[src/hdl/rsrct_pkg.sv]
// Shared constants, types and helpers for the range set / range count tree.
`timescale 1ns / 1ps

package rsrct_pkg;

  // Domain and field geometry
  localparam int DOMAIN_BITS = 16;
  localparam int POS_W       = 16;
  localparam int SET_COUNT_W = 17;
  localparam int NODE_AW     = DOMAIN_BITS + 1;
  localparam int NODES       = 1 << NODE_AW;
  localparam int COUNT_W     = DOMAIN_BITS + 1;
  localparam int NODE_W      = COUNT_W + 1;
  localparam int LVL_W       = $clog2(DOMAIN_BITS + 1);
  localparam int SP_W        = $clog2(DOMAIN_BITS + 1);
  localparam int STK_IW      = $clog2(DOMAIN_BITS);
  localparam int CMP_W       = (DOMAIN_BITS > POS_W) ? DOMAIN_BITS : POS_W;

  localparam logic [CMP_W-1:0]       LAST_POS = CMP_W'((64'd1 << DOMAIN_BITS) - 64'd1);
  localparam logic [DOMAIN_BITS-1:0] ALL_ONES = '1;

  // Request modes
  localparam logic MODE_SET   = 1'b0;
  localparam logic MODE_COUNT = 1'b1;

  // Walk phase of a tree frame
  localparam logic [1:0] PH_NEW   = 2'd0;
  localparam logic [1:0] PH_RIGHT = 2'd1;
  localparam logic [1:0] PH_POST  = 2'd2;

  // Node store address select
  localparam logic [1:0] AS_NODE  = 2'd0;
  localparam logic [1:0] AS_LEFT  = 2'd1;
  localparam logic [1:0] AS_RIGHT = 2'd2;
  localparam logic [1:0] AS_CLEAR = 2'd3;

  // Node store write data select
  localparam logic [1:0] DS_FULL = 2'd0;
  localparam logic [1:0] DS_SPAN = 2'd1;
  localparam logic [1:0] DS_SUM  = 2'd2;
  localparam logic [1:0] DS_ZERO = 2'd3;

  typedef struct packed {
    logic               full;
    logic [COUNT_W-1:0] cnt;
  } node_t;

  typedef struct packed {
    logic [NODE_AW-1:0]     node;
    logic [DOMAIN_BITS-1:0] lo;
    logic [LVL_W-1:0]       lvl;
    logic [1:0]             ph;
  } frame_t;

  typedef struct packed {
    logic       load;
    logic       clr_step;
    logic       ram_en;
    logic       ram_we;
    logic [1:0] addr_sel;
    logic [1:0] data_sel;
    logic       push_left;
    logic       push_right;
    logic       pop;
    logic       acc_add;
    logic       latch_left;
    logic       out_load;
  } cmd_t;

  typedef struct packed {
    logic       mode;
    logic       empty;
    logic       disjoint;
    logic       covered;
    logic       full;
    logic [1:0] ph;
    logic       stk_empty;
    logic       clr_last;
    logic       out_free;
  } sts_t;

  // Count seen through a full mark
  function automatic logic [COUNT_W-1:0] eff(input node_t n, input logic [COUNT_W-1:0] span);
    eff = n.full ? span : n.cnt;
  endfunction

endpackage

[src/hdl/rsrct_ctrl.sv]
// Controller: sequences the clear sweep and the tree walk of each item.
`timescale 1ns / 1ps

module rsrct_ctrl (
  input  logic            clk,
  input  logic            rst_n,
  input  logic            in_valid,
  output logic            in_ready,
  input  rsrct_pkg::sts_t sts,
  output rsrct_pkg::cmd_t cmd
);
  import rsrct_pkg::*;

  localparam logic [3:0] S_CLR    = 4'd0;
  localparam logic [3:0] S_IDLE   = 4'd1;
  localparam logic [3:0] S_START  = 4'd2;
  localparam logic [3:0] S_VISIT  = 4'd3;
  localparam logic [3:0] S_DECIDE = 4'd4;
  localparam logic [3:0] S_WFL    = 4'd5;
  localparam logic [3:0] S_WFR    = 4'd6;
  localparam logic [3:0] S_RDR    = 4'd7;
  localparam logic [3:0] S_SUM    = 4'd8;
  localparam logic [3:0] S_POP    = 4'd9;
  localparam logic [3:0] S_FIN    = 4'd10;

  logic [3:0] state_r;
  logic [3:0] state_nxt;

  always_ff @(posedge clk) begin
    if (!rst_n) begin
      state_r <= S_CLR;
    end else begin
      state_r <= state_nxt;
    end
  end

  // Decode state into datapath commands
  always_comb begin
    state_nxt = state_r;
    cmd       = '0;
    in_ready  = 1'b0;
    unique case (state_r)
      S_CLR: begin
        cmd.ram_en   = 1'b1;
        cmd.ram_we   = 1'b1;
        cmd.addr_sel = AS_CLEAR;
        cmd.data_sel = DS_ZERO;
        cmd.clr_step = 1'b1;
        if (sts.clr_last) begin
          state_nxt = S_IDLE;
        end
      end
      S_IDLE: begin
        in_ready = 1'b1;
        if (in_valid) begin
          cmd.load  = 1'b1;
          state_nxt = S_START;
        end
      end
      S_START: begin
        if (sts.empty) begin
          state_nxt = (sts.mode == MODE_COUNT) ? S_FIN : S_IDLE;
        end else begin
          state_nxt = S_VISIT;
        end
      end
      S_VISIT: begin
        case (sts.ph)
          PH_NEW: begin
            if (sts.disjoint) begin
              state_nxt = S_POP;
            end else begin
              cmd.ram_en   = 1'b1;
              cmd.addr_sel = AS_NODE;
              state_nxt    = S_DECIDE;
            end
          end
          PH_RIGHT: begin
            cmd.push_right = 1'b1;
          end
          default: begin
            if (sts.mode == MODE_SET) begin
              cmd.ram_en   = 1'b1;
              cmd.addr_sel = AS_LEFT;
              state_nxt    = S_RDR;
            end else begin
              state_nxt = S_POP;
            end
          end
        endcase
      end
      S_DECIDE: begin
        if (sts.mode == MODE_SET) begin
          if (sts.covered || sts.full) begin
            cmd.ram_en   = 1'b1;
            cmd.ram_we   = 1'b1;
            cmd.addr_sel = AS_NODE;
            cmd.data_sel = DS_FULL;
            state_nxt    = S_POP;
          end else begin
            cmd.push_left = 1'b1;
            state_nxt     = S_VISIT;
          end
        end else if (sts.covered) begin
          cmd.acc_add = 1'b1;
          state_nxt   = S_POP;
        end else if (sts.full) begin
          // push the full mark down to both children
          cmd.ram_en   = 1'b1;
          cmd.ram_we   = 1'b1;
          cmd.addr_sel = AS_NODE;
          cmd.data_sel = DS_SPAN;
          state_nxt    = S_WFL;
        end else begin
          cmd.push_left = 1'b1;
          state_nxt     = S_VISIT;
        end
      end
      S_WFL: begin
        cmd.ram_en   = 1'b1;
        cmd.ram_we   = 1'b1;
        cmd.addr_sel = AS_LEFT;
        cmd.data_sel = DS_FULL;
        state_nxt    = S_WFR;
      end
      S_WFR: begin
        cmd.ram_en    = 1'b1;
        cmd.ram_we    = 1'b1;
        cmd.addr_sel  = AS_RIGHT;
        cmd.data_sel  = DS_FULL;
        cmd.push_left = 1'b1;
        state_nxt     = S_VISIT;
      end
      S_RDR: begin
        cmd.latch_left = 1'b1;
        cmd.ram_en     = 1'b1;
        cmd.addr_sel   = AS_RIGHT;
        state_nxt      = S_SUM;
      end
      S_SUM: begin
        cmd.ram_en   = 1'b1;
        cmd.ram_we   = 1'b1;
        cmd.addr_sel = AS_NODE;
        cmd.data_sel = DS_SUM;
        state_nxt    = S_POP;
      end
      S_POP: begin
        if (sts.stk_empty) begin
          state_nxt = (sts.mode == MODE_COUNT) ? S_FIN : S_IDLE;
        end else begin
          cmd.pop   = 1'b1;
          state_nxt = S_VISIT;
        end
      end
      S_FIN: begin
        if (sts.out_free) begin
          cmd.out_load = 1'b1;
          state_nxt    = S_IDLE;
        end
      end
      default: begin
        state_nxt = S_IDLE;
      end
    endcase
  end

endmodule

[config.mk]
export PLATFORM = sky130hd
export DESIGN_NAME = rsrct_ctrl
export DESIGN_NICKNAME = d
export VERILOG_FILES = /design/src/hdl/rsrct_pkg.sv /design/src/hdl/rsrct_ctrl.sv
export SDC_FILE = /design/constraint.sdc
export NUM_CORES = 1
export LEC_CHECK = 0
export ABC_AREA = 1
export BUFFER_PORTS_ARGS = -buffer_cell sky130_fd_sc_hd__buf_2
export CAP_MARGIN = 10
export CELL_PAD_IN_SITES_DETAIL_PLACEMENT = 1
export CELL_PAD_IN_SITES_GLOBAL_PLACEMENT = 1
export CORE_MARGIN = 3
export CORE_UTILIZATION = 28
export DETAILED_ROUTE_END_ITERATION = 7
export GPL_TIMING_DRIVEN = 0
export PLACE_DENSITY_LB_ADDON = 0.08
export SYNTH_ARGS = -nofsm -noshare
export SYNTH_HDL_FRONTEND = slang
export SYNTH_SLANG_ARGS = --single-unit
[constraint.sdc]
create_clock -name clk -period 1.3 [get_ports clk]
set_input_delay 0.195 -clock clk [delete_from_list [all_inputs] [get_ports clk]]
set_output_delay 0.195 -clock clk [all_outputs]
set_load 0.01 [all_outputs]
== Word level (Yosys, flattened, before mapping) ==
Index checks and enable logic that the tools add are counted.

* Logic and storage cells: 68
* Output and inout port bits: 15
* Bits of input ports: 13
* Bits in registers: 4

* Multiplexer cells: 44
* Equality and inequality tests: 15
* Reduce and logical (&&, ||, !) cells: 8

{| class="wikitable"
|+ Operators with widths
! kind !! number
|-
| 4-bit 2-to-1 mux || 11
|-
| 4-bit one-hot mux with 11 select lines || 1
|-
| 1-bit 2-to-1 mux || 20
|-
| 4-bit by 3-bit equality test with 1-bit output (second input constant) || 4
|-
| 7-bit 2-to-1 mux || 2
|-
| 4-bit equality test (second input constant) || 3
|-
| 6-bit 2-to-1 mux || 2
|-
| 2-bit one-hot mux with 5 select lines || 1
|-
| 4-bit by 2-bit equality test with 1-bit output (second input constant) || 2
|-
| 2-bit != test (second input constant) || 4
|-
| 4-bit one-hot mux with 2 select lines || 1
|-
| 1-bit one-hot mux with 2 select lines || 3
|-
| 2-bit one-hot mux with 3 select lines || 1
|-
| 5-bit OR reduction || 1
|-
| 4-bit by 1-bit equality test with 1-bit output (second input constant) || 1
|-
| 4-bit zero test || 1
|-
| 4-bit AND reduction || 1
|-
| 2-bit OR reduction || 2
|-
| 4-bit OR reduction || 1
|-
| 3-bit 2-to-1 mux || 1
|-
| 1-bit one-hot mux with 3 select lines || 1
|-
| 2-bit by 1-bit equality test with 1-bit output (second input constant) || 1
|-
| 2-bit zero test || 1
|-
| 1-bit logical OR || 1
|}

== Depth between registers and ports, before layout ==
* Depth after elaboration: 4
* Depth in mapped cells: 9
* Depth with buffers taken out: 9

== Worst setup path before layout ==
OpenSTA, ideal clock, no wires.

* Kind: register to output
* Start: register state_r[0]
* End: output port cmd[10] in the netlist's numbering
* Arrival: 1,138 ps
* Cell stages (with the launch flop): 6
* Required time: 1,105 ps
* Setup slack: -33 ps
* Path buffers: 0
* Cells stage by stage: dfxtp_1 -> inv_1 -> nand2_2 -> nor2_1 -> a21oi_1 -> o21ai_0

{| class="wikitable"
|+ RTL lines
! what !! line !! source
|-
| from (decl) || rsrct_ctrl.sv:26 || <nowiki>logic [3:0] state_r;</nowiki>
|-
| from (signal assigned) || rsrct_ctrl.sv:33 || <nowiki>state_r <= state_nxt;</nowiki>
|-
| to (decl) || rsrct_ctrl.sv:10 || <nowiki>output rsrct_pkg::cmd_t cmd</nowiki>
|}

==> results.json <==
{
  "status": "complete, but fails checks",
  "violations": "setup timing",
  "crit_arrival_ns": 1.32,
  "grt_max_degree": 8,
  "rows": 16,
  "worst_r2r_endpoint": "state_r[0]",
  "remaining_drc_errors": 0,
  "synth_area_um2": 611.8,
  "synth_nets": 129,
  "clock_sinks": 4,
  "avgSynthCellArea_um2": 5.274,
  "fin_setup_tns_ns": -1.611,
  "core_region_area_mm2": 0.002022,
  "critPathLaunchType": "flop",
  "clkTransAtPathRegs_ns": 0.03,
  "cap_violations": 0,
  "hpwl_mm": 1.845,
  "min_from": "rst_n",
  "multi_input_area_um2": 584.3,
  "drive_above_1_share": 0.5688,
  "fmax_ghz": 0.6619,
  "post-route-util": 0.5340,
  "clock_skew_ns": 0.0008880,
  "crit_type": "reg -> out",
  "clk-insertion-delay-late_ns": 0.23,
  "min_to": "state_r[0]",
  "die_area_mm2": 0.002782,
  "clk_path_buf_depth": 2,
  "grt_pass1_wl_mm": 3.829,
  "synth_cell_types": 19,
  "nets": 175,
  "viasPerCell": 4.963,
  "num_vias": 928,
  "p_leak_nw": 0.5759,
  "hold_violations": 0,
  "r2r-start": "state_r[0]",
  "die_h_um": 52.75,
  "top_regs": "state_r (4)",
  "cp.required_ns": 1.11,
  "pre_cts_ws_ns": -0.1544,
  "synth_top_area_share": 0.1902,
  "hold_class": "in -> reg",
  "gp_congestion": 0.9183,
  "period_needed_ns": 1.511,
  "holdPathStages": 3,
  "fin_area_mm2": 0.001080,
  "nFillCells": 296,
  "antenna_cells": 0,
  "critPathLaunch": "state_r[3]",
  "cts_hold_buf": 0,
  "rsz0062_at_grt": "yes",
  "fin_ws_ns": -0.2109,
  "wl_mm": 2.946,
  "die_x_um": 52.75,
  "slew-limit-headroom": 0.8287,
  "register_area_um2": 95.09,
  "largest_register_ffs": 4,
  "htree_levels": 1,
  "cts_tree": "done",
  "reg2reg_depth": 10,
  "crit_fanout": 6,
  "final-setup-viol-count": 15,
  "synthTopCellsByArea": "nand2_1 (19%), dfxtp_1 (13%), nor2_1 (12%), inv_1 (10%), nand3_1 (5.7%)",
  "synth-seq-cells": 4,
  "ant_nets": 0,
  "antenna_found_initial": 0,
  "drtPass1Iterations": 4,
  "worstMarginPinSlew_ns": 0.2560,
  "ys_seq_area_frac": 0.1309,
  "cts-root-buf": "clkbuf_4",
  "grt_pass1_vias": 851,
  "syn_inst": 116,
  "endpoint_kind": "output port",
  "routedWlPerCell_um": 15.75,
  "dpl_cell_area_um2": 780.7,
  "placement.io_buffers": 27,
  "drt_iter0_markers": 10,
  "grt-ovfl-total": 0,
  "drv_slew": 0,
  "power_mw": 1.812,
  "ioPinCount": 28,
  "grt_usage": 0.1886,
  "powerDensity_mw_per_mm2": 1678,
  "yosys.area.top_type": "nand2_1",
  "ys_warn_count": 0,
  "top_register": "state_r",
  "r2r_slack_ns": -0.07,
  "synthToLayoutAreaGrowth_pct": 76.48,
  "numCtsBuffers": 3,
  "finalCritPeriodShare": 1.162,
  "ir_drop_uv": 1244,
  "start_util": 0.3026
}
-- logic make-up (layout without fill, tap and decap cells) --
| logic type | Yosys count | after routing | share of synthesized area |
|---|---|---|---|
| AND/OR/NAND/NOR | 78 | 78 | 0.6155 |
| AO/OA/AOI/OAI | 14 | 14 | 0.1309 |
| flip-flops | 4 | 4 | 0.1309 |
| buffers and inverters | 20 | 64 | 0.1227 |
-- through the flow --
stage	hold slack (ns)	instances
final	0.2489	187
after global routing	0.2659	187
after CTS	0.2191	178
after detailed placement	0.4706	170
after global placement	0.4644	170
after floorplan	0.3400	116
-- timing repair --
| item | CTS | global route |
|---|---|---|
| resized for setup | 21 | 34 |
| setup buffers | 5 | 9 |
| hold endpoints to repair | 0 | 0 |
| endpoints found under the setup margin | 18 | 18 |
| pin swaps | 4 | 8 |
-- layout make-up --
type                            instances  share of cell area
Multi-Input combinational cell         92              0.5411
Sequential cell                         4             0.08806
Clock buffer                            3             0.02086
Timing Repair Buffer                   41              0.2329
Inverter                               20             0.08575
Tap cell                               27             0.03129
-- how the worst max path moves through the flow --
| stage | endpoint | slack [ns] | cells past startpoint |
|---|---|---|---|
| finish | cmd[11] | -0.21 | 4 |
| global route | cmd[11] | -0.28 | 4 |
| CTS | cmd[11] | -0.18 | 5 |
| detailed placement | cmd[11] | -0.15 | 6 |
| global placement | cmd[11] | -0.15 | 6 |
| floorplan | cmd[10] | 0.04 | 5 |
-- per-layer routing --
metal,global-route usage,share of wire
met4,0.06809,0
met5,0,0
met1,0.2387,0.42
met3,0.01709,0.026
met2,0.3264,0.56
-- critical path, cell delays in order (launching register included) --
cell	delay, ns
dfxtp_4	0.37
nor2_1	0.24
nand2_1	0.14
o2111ai_2	0.19
buf_2	0.15
-- cell usage in the layout, fill, tap and decap left out, drive strengths merged --
cell | synthesis | routed
a21oi | 5 | 5
buf | 0 | 41
clkbuf | 0 | 3
dfxtp | 4 | 4
inv | 20 | 20
nand2 | 38 | 38
nand3 | 8 | 8
nand4 | 2 | 2
nor2 | 27 | 27
nor3 | 3 | 3
o2111ai | 1 | 1
o211ai | 1 | 1
o21ai | 7 | 7
-- synthesized netlist by cell type --
| cell type | count |
|---|---|
| inv_1 | 17 |
| o2111ai_1 | 1 |
| o21ai_0 | 5 |
| nand2_2 | 4 |
| o21ai_2 | 1 |
| a21oi_1 | 5 |
| nor2_1 | 20 |
| nor3_1 | 3 |
| nand3_1 | 7 |
| nand2_1 | 31 |
| nand2_4 | 3 |
| nor2_4 | 2 |
| nand4_1 | 2 |
| nor2_2 | 5 |
| dfxtp_1 | 4 |
| o211ai_1 | 1 |
| o21ai_1 | 1 |
| inv_2 | 3 |
| nand3_2 | 1 |
-- power by group --
group / internal, mW / switching [mW] / leakage, nW / total, mW
Sequential: 0.169 / 0.0916 / 0.0355 / 0.261
Clock: 0.103 / 0.0416 / 0.0138 / 0.144
Combinational: 0.591 / 0.816 / 0.527 / 1.41
No activity file was read; power rests on OpenSTA's default activity.
